==> src/sv/lsq3_pkg.sv <==
// Shared constants, types and helper functions for the 3-unknown least squares solver.
// Used by every module of the block; depends on nothing.
package lsq3_pkg;

   localparam int SAMPLE_WIDTH = 16;
   localparam int MAX_ROWS     = 1024;
   localparam int ROWS_W       = $clog2(MAX_ROWS + 1);
   localparam int SUM_W        = 2 * SAMPLE_WIDTH + ROWS_W;
   localparam int DET_W        = 3 * SUM_W + 2;
   localparam int Q_FRAC       = 16;
   localparam int SOL_W        = 32;
   localparam int DIV_N        = DET_W + Q_FRAC;
   localparam int DIV_CNT_W    = $clog2(DIV_N);
   localparam int MUL_CNT_W    = $clog2(SUM_W);
   localparam int QUEUE_DEPTH  = 2;
   localparam int QPTR_W       = $clog2(QUEUE_DEPTH);
   localparam int QCNT_W       = $clog2(QUEUE_DEPTH + 1);
   localparam int STEP_W       = 4;
   localparam int DSEL_W       = 2;

   localparam logic [STEP_W-1:0] STEP_LAST = 4'd8;
   localparam logic [DSEL_W-1:0] DSEL_DET  = 2'd0;
   localparam logic [DSEL_W-1:0] DSEL_LAST = 2'd3;
   localparam logic [SOL_W-1:0]  SOL_MAX   = 32'h7FFF_FFFF;
   localparam logic [SOL_W-1:0]  SOL_MIN   = 32'h8000_0000;

   // normal matrix upper triangle S00 S01 S02 S11 S12 S22, then F^T b
   typedef struct packed {
      logic [5:0][SUM_W-1:0] nrm;
      logic [2:0][SUM_W-1:0] rhs;
   } sums_type;

   typedef struct packed {
      logic [3:0] a_idx;
      logic [3:0] b_idx;
      logic       use_t;
      logic [1:0] t_sel;
      logic       negate;
      logic       clear;
   } step_type;

   typedef struct packed {
      logic             start;
      logic [DET_W-1:0] mcand;
      logic [SUM_W-1:0] mplier;
      logic [DET_W-1:0] init;
   } mul_cmd_type;

   typedef struct packed {
      logic             done;
      logic [DET_W-1:0] acc;
   } mul_rsp_type;

   typedef enum logic [2:0] {
      BK_IDLE,
      BK_MUL_GO,
      BK_MUL_WAIT,
      BK_DIV,
      BK_EMIT
   } back_state_type;

   // Entry idx (row-major) of the matrix for determinant dsel:
   // 0 is the normal matrix, 1..3 replace that column by F^T b.
   function automatic logic [SUM_W-1:0] mat_entry(sums_type s, logic [DSEL_W-1:0] dsel,
                                                  logic [3:0] idx);
      logic [1:0] row;
      logic [1:0] col;
      logic [2:0] nidx;
      logic [SUM_W-1:0] r;
      case (idx)
         4'd0: begin row = 2'd0; col = 2'd0; nidx = 3'd0; end
         4'd1: begin row = 2'd0; col = 2'd1; nidx = 3'd1; end
         4'd2: begin row = 2'd0; col = 2'd2; nidx = 3'd2; end
         4'd3: begin row = 2'd1; col = 2'd0; nidx = 3'd1; end
         4'd4: begin row = 2'd1; col = 2'd1; nidx = 3'd3; end
         4'd5: begin row = 2'd1; col = 2'd2; nidx = 3'd4; end
         4'd6: begin row = 2'd2; col = 2'd0; nidx = 3'd2; end
         4'd7: begin row = 2'd2; col = 2'd1; nidx = 3'd4; end
         4'd8: begin row = 2'd2; col = 2'd2; nidx = 3'd5; end
         default: begin row = 2'd0; col = 2'd0; nidx = 3'd0; end
      endcase
      if (dsel != DSEL_DET && (col + 2'd1) == dsel) begin
         r = s.rhs[row];
      end else begin
         r = s.nrm[nidx];
      end
      return r;
   endfunction

   // Cofactor expansion along the first row as nine multiply-accumulates.
   function automatic step_type step_plan(logic [STEP_W-1:0] s);
      step_type p;
      p = '0;
      case (s)
         4'd0: begin p.a_idx = 4'd4; p.b_idx = 4'd8; p.clear = 1'b1; end
         4'd1: begin p.a_idx = 4'd5; p.b_idx = 4'd7; p.negate = 1'b1; end
         4'd2: begin p.a_idx = 4'd3; p.b_idx = 4'd8; p.clear = 1'b1; end
         4'd3: begin p.a_idx = 4'd5; p.b_idx = 4'd6; p.negate = 1'b1; end
         4'd4: begin p.a_idx = 4'd3; p.b_idx = 4'd7; p.clear = 1'b1; end
         4'd5: begin p.a_idx = 4'd4; p.b_idx = 4'd6; p.negate = 1'b1; end
         4'd6: begin p.use_t = 1'b1; p.t_sel = 2'd0; p.b_idx = 4'd0; p.clear = 1'b1; end
         4'd7: begin p.use_t = 1'b1; p.t_sel = 2'd1; p.b_idx = 4'd1; p.negate = 1'b1; end
         4'd8: begin p.use_t = 1'b1; p.t_sel = 2'd2; p.b_idx = 4'd2; end
         default: p = '0;
      endcase
      return p;
   endfunction

endpackage

==> src/sv/lsq3_queue.sv <==
// Short queue of finished sum sets between the front end and the solver.
// Depends on lsq3_pkg.
module lsq3_queue (
   input  logic               clock,
   input  logic               reset,
   input  logic               push,
   input  lsq3_pkg::sums_type data_in,
   output logic               full,
   input  logic               pop,
   output logic               empty,
   output lsq3_pkg::sums_type data_out
);
   import lsq3_pkg::*;

   sums_type          entries_ff [QUEUE_DEPTH];
   logic [QPTR_W-1:0] wr_ptr_ff, wr_ptr_in, rd_ptr_ff, rd_ptr_in;
   logic [QCNT_W-1:0] cnt_ff, cnt_in;
   logic              do_push, do_pop;

   always_comb begin
      full     = cnt_ff == QCNT_W'(QUEUE_DEPTH);
      empty    = cnt_ff == '0;
      do_push  = push && !full;
      do_pop   = pop && !empty;
      wr_ptr_in = do_push ? wr_ptr_ff + QPTR_W'(1) : wr_ptr_ff;
      rd_ptr_in = do_pop ? rd_ptr_ff + QPTR_W'(1) : rd_ptr_ff;
      cnt_in   = cnt_ff;
      if (do_push && !do_pop) begin
         cnt_in = cnt_ff + QCNT_W'(1);
      end else if (do_pop && !do_push) begin
         cnt_in = cnt_ff - QCNT_W'(1);
      end
      data_out = entries_ff[rd_ptr_ff];
   end

   always_ff @(posedge clock) begin
      if (reset) begin
         wr_ptr_ff <= '0;
         rd_ptr_ff <= '0;
         cnt_ff    <= '0;
      end else begin
         wr_ptr_ff <= wr_ptr_in;
         rd_ptr_ff <= rd_ptr_in;
         cnt_ff    <= cnt_in;
      end
   end

   always_ff @(posedge clock) begin
      if (do_push) begin
         entries_ff[wr_ptr_ff] <= data_in;
      end
   end

endmodule

==> config.mk <==
export PLATFORM = sky130hd
export DESIGN_NAME = lsq3_queue
export DESIGN_NICKNAME = d
export VERILOG_FILES = /design/src/sv/lsq3_pkg.sv /design/src/sv/lsq3_queue.sv
export SDC_FILE = /design/constraint.sdc
export NUM_CORES = 1
export LEC_CHECK = 0
export BUFFER_PORTS_ARGS = -buffer_cell sky130_fd_sc_hd__buf_4
export CAP_MARGIN = 15
export CELL_PAD_IN_SITES_DETAIL_PLACEMENT = 1
export CELL_PAD_IN_SITES_GLOBAL_PLACEMENT = 1
export CORE_AREA = 2 2 302 304
export DETAILED_ROUTE_END_ITERATION = 8
export DIE_AREA = 0 0 304 306
export GPL_TIMING_DRIVEN = 0
export PLACE_DENSITY = 0.69
export SLEW_MARGIN = 20
export SYNTH_ARGS = -nofsm -noshare
export SYNTH_HDL_FRONTEND = slang
export SYNTH_SLANG_ARGS = --single-unit
==> constraint.sdc <==
create_clock -name clock -period 24.5 [get_ports clock]
set_input_delay 2.45 -clock clock [delete_from_list [all_inputs] [get_ports clock]]
set_output_delay 2.45 -clock clock [all_outputs]
set_load 0.01 [all_outputs]
## Word-level counts from Yosys, hierarchy flattened

Memory sizes are Yosys's and may differ from the RTL's. A register that Yosys moved wholly into a read port is not among the register bits.
Index checks and enable logic that the tools add are counted.

- Bits in read-only memories: 0
- RAM bits: 774
- Bits in latches: 0
- Memories: 1
- Flip-flop bits (word level): 4

- $mul: 0
- Add/subtract/negate cells: 4
- Mux-type cells: 6
- Shift-type cells: 0
- $lt $le $gt $ge: 0
- Bitwise operators: 0
- Reduce and logical (&&, ||, !) cells: 10
- Div/mod/pow operators: 0
- Equal/unequal tests: 1

Memories:

| memory | words | width | read ports | clocked after Yosys merged registers in | write ports | RTL line | source |
|---|---|---|---|---|---|---|---|
| entries_ff | 2 | 387 | 1 | 1 | 1 | lsq3_queue.sv:15 | `sums_type entries_ff [QUEUE_DEPTH];` |

Operators with widths:

| cell | number |
|---|---|
| logical AND 1 bit | 4 |
| zero test 1 bit | 4 |
| two-way mux 1 bit | 4 |
| two-way mux 2 bit | 2 |
| adder 1 bit (second input constant) | 2 |
| adder 2 x 1 -> 2 bit (second input constant) | 1 |
| equality test 2 bit (second input constant) | 1 |
| zero test 2 bit | 1 |
| nonzero test 2 bit | 1 |
| subtractor 2 x 1 -> 2 bit (second input constant) | 1 |

## Depth between registers and ports, before layout

- Depth in word-level cells: 7
- Mapped depth: 6

## Least setup slack after synthesis

No wires, ideal clock.

- Path kind: input port to flip-flop
- Start point: in push
- End point: mem entries_ff[1][0] (netlist name), enable pin
- Data arrival time: 11.408 ns
- Buffers on the path: 0
- Setup slack: 12.291 ns
- Stages on the path: 3
- Setup time: 0.801 ns
- Data required time: 23.699 ns
- Cell sequence: inv_1 nor2_1 and2_1

- Word-level cells in the longest chain between the ends: 3

Ends and longest elaborated chain:

| what | RTL line | source |
|---|---|---|
| start: declaration | lsq3_queue.sv:6 | `input logic push,` |
| logical AND 1 bit | lsq3_queue.sv:23 | `do_push = push && !full;` |
| named net do_push | lsq3_queue.sv:18 | `logic do_push, do_pop;` |
| two-way mux 1 bit | lsq3_queue.sv:49 | `if (do_push) begin` |
| two-way mux 1 bit (not written as such) | lsq3_queue.sv:50 | `entries_ff[wr_ptr_ff] <= data_in;` |
| end: declaration | lsq3_queue.sv:15 |  |

The timed path passes the listed nets, and every way through them passes these cells.

==> results.json <==
{
  "outcome": "finished, final reports clean",
  "setup_ws_ns": 19.87,
  "yosysWarnings": 0,
  "final_antenna_net_count": 0,
  "cp.required_ns": 22.05,
  "cp_max_fo": 10,
  "die-height_um": 306,
  "cts_root_buf": "clkbuf_16",
  "hold_class": "reg2reg",
  "grt_busiest_layer": "met2",
  "finalSetupViolCount": 0,
  "cts_max_path_buffers": 3,
  "numCtsBuffers": 87,
  "synthToLayoutAreaGrowth_pct": 35.6,
  "grt_max_degree": 99,
  "worst_setup_path_end_kind": "output port",
  "critPathMaxStageDelay_ns": 0.35,
  "clk_latency_ns": 0.64,
  "rr_startpoint": "cnt_ff[0]",
  "crit_buf_inv": 4,
  "avgSynthCellArea_um2": 24.0,
  "drive_above_1_share_pct": 61.9,
  "drv_cap": 0,
  "ys_seq_elements": 779,
  "wirelength_mm": 75.9,
  "critPathArrivalTime_ns": 2.18,
  "yosysSeqAreaShare_pct": 79.0,
  "post-route-period-util_pct": 18.9,
  "crit_path_frequent_cell": "buf_6",
  "grt_pass1_vias": 16900,
  "dp.final_hpwl_mm": 55.1,
  "holdWs_ns": 0.516,
  "synth_cells": 1229,
  "ir_drop_v": 0.0000794,
  "vias": 14900,
  "clk_pin_slew_ns": 0.05,
  "yosysTopAreaCell": "edfxtp_1",
  "finalHoldViolations": 0,
  "ys_types": 16,
  "final_cell_mix": "buf_4, edfxtp_1, mux2_4, clkbuf_16, mux2_2",
  "rows": 110,
  "antenna_found_initial": 10,
  "dp_slack_ns": 19.69,
  "synth_area_mm2": 0.0296,
  "crit_type": "reg2out",
  "core-area_mm2": 0.0896,
  "drc": 0,
  "first_pass_iters": 4,
  "die_w_um": 304,
  "dpl.cell_count": 3196,
  "worstSetupStartpointType": "register",
  "track_usage_pct": 15.8,
  "nets": 2501,
  "power_mw": 4.29,
  "final_common_cell": "buf_4",
  "ys_top_cells_by_area": "edfxtp_1, mux2_4, mux2_2, buf_6, buf_8",
  "drv_slew": 0,
  "power_density_mw_per_mm2": 107,
  "start_util_pct": 33.0,
  "reg2reg_setup_slack_ns": 21.75,
  "finalCriticalPeriod_ns": 4.63,
  "stdcell_area_mm2": 0.0401,
  "rr_worst_depth": 7,
  "fin_skew_ns": 0.0193,
  "synth_top_area_share_pct": 78.6,
  "ios": 780,
  "cp_top_family": "buffers and inverters",
  "postCtsSetupBuffers": 0,
  "grt-ovfl-total": 0,
  "timing.fmax_mhz": 216,
  "use_met1_pct": 15.4,
  "cp_cell_sequence": "buf_6, buf_8, buf_6, mux2_4, buf_4",
  "via_per_inst": 4.43,
  "cts_tree": "yes",
  "finalSetupTns_ns": 0,
  "grt_pass1_wl_mm": 109,
  "r2r-end": "entries_ff[1][264]",
  "place_area_mm2": 0.0372,
  "ctsResizeCount": 0,
  "fin_util_pct": 44.7,
  "h-tree-depth": 3,
  "layoutNonFillerInstCount": 3362,
  "drtIter0Drc": 769,
  "path_depth": 5,
  "critPathSlowestCell": "mux2_4",
  "rsz0062_at_grt": "no",
  "gpl.final_weighted_congestion": 0.770,
  "synth_nets": 1621,
  "numPortBuffers": 779,
  "critPathCapture": "data_out[153]",
  "worst_pin_slew_ns": 0.627,
  "cellLeakagePower_nw": 15.4,
  "clock-sinks": 779,
  "grt_util_met3_pct": 6.87,
  "post_drt_wl_per_cell_um": 22.6,
  "max_slew_margin_pct": 58.2,
  "dieArea_mm2": 0.0930,
  "use_met2_pct": 29.1,
  "postCtsHoldBufs": 0
}
sequential cells by signal, summed over array words and instances, names as in the netlist, named ones only:
name        cells
wr_ptr_ff       1
entries_ff    774
rd_ptr_ff       1
cnt_ff          2
worst min-delay path by stage:
stage | startpoint | endpoint | slack [ns] | depth (start not counted)
after global routing | rd_ptr_ff | rd_ptr_ff | 0.56 | 2
after CTS | cnt_ff[1] | cnt_ff[1] | 0.52 | 2
after detailed placement | cnt_ff[1] | cnt_ff[1] | 0.51 | 2
after floorplan | wr_ptr_ff | wr_ptr_ff | 0.45 | 2
final | cnt_ff[1] | cnt_ff[1] | 0.52 | 2
after global placement | wr_ptr_ff | wr_ptr_ff | 0.48 | 2
report_power, final:
| part | internal [mW] | leakage [nW] | switching (mW) |
|---|---|---|---|
| combinational | 0.676 | 6.78 | 0.602 |
| sequential | 1.67 | 7.27 | 0.0416 |
| clock | 0.781 | 1.39 | 0.518 |
| total | 3.13 | 15.4 | 1.16 |
worst min-delay path, cell delays in order (launching register included):
cell	delay, ns
dfxtp_1	0.33
o21ai_0	0.08
a21oi_1	0.06
final cells by class:
type | count | area [um^2]
Antenna cell | 8 | 20.0
Buffer | 43 | 498
Clock buffer | 107 | 2290
Clock inverter | 51 | 541
Fill cell | 8576 | 49500
Inverter | 2 | 15.0
Multi-Input combinational cell | 405 | 5710
Sequential cell | 779 | 23300
Tap cell | 1176 | 1470
Timing Repair Buffer | 791 | 6170
cell usage after synthesis (all sizes together):
cell type,number
nor2,5
a21oi,2
edfxtp,774
nor2b,1
and2,1
inv,2
dfxtp,5
buf,43
o21ai,3
or3,2
xor2,3
ha,1
mux2,387
routing by layer:
metal / routed length [um] / part of all wire, %
met1: 25500 / 34
met2: 40500 / 53
met5: 37 / 0.049
met3: 7250 / 9.5
met4: 2660 / 3.5
cells by family after synthesis:
| kind of cell | after synthesis | synth area share [%] |
|---|---|---|
| buffers and inverters | 45 | 1.71 |
| AO/OA/AOI/OAI | 5 | 0.0847 |
| multiplexers | 387 | 18.9 |
| adder cells (fa/ha/maj) | 1 | 0.0423 |
| flip-flops | 779 | 79.0 |
| XOR/XNOR | 3 | 0.0889 |
| AND/OR/NAND/NOR | 9 | 0.148 |
Note: power is estimated with default switching activity, not from simulation.
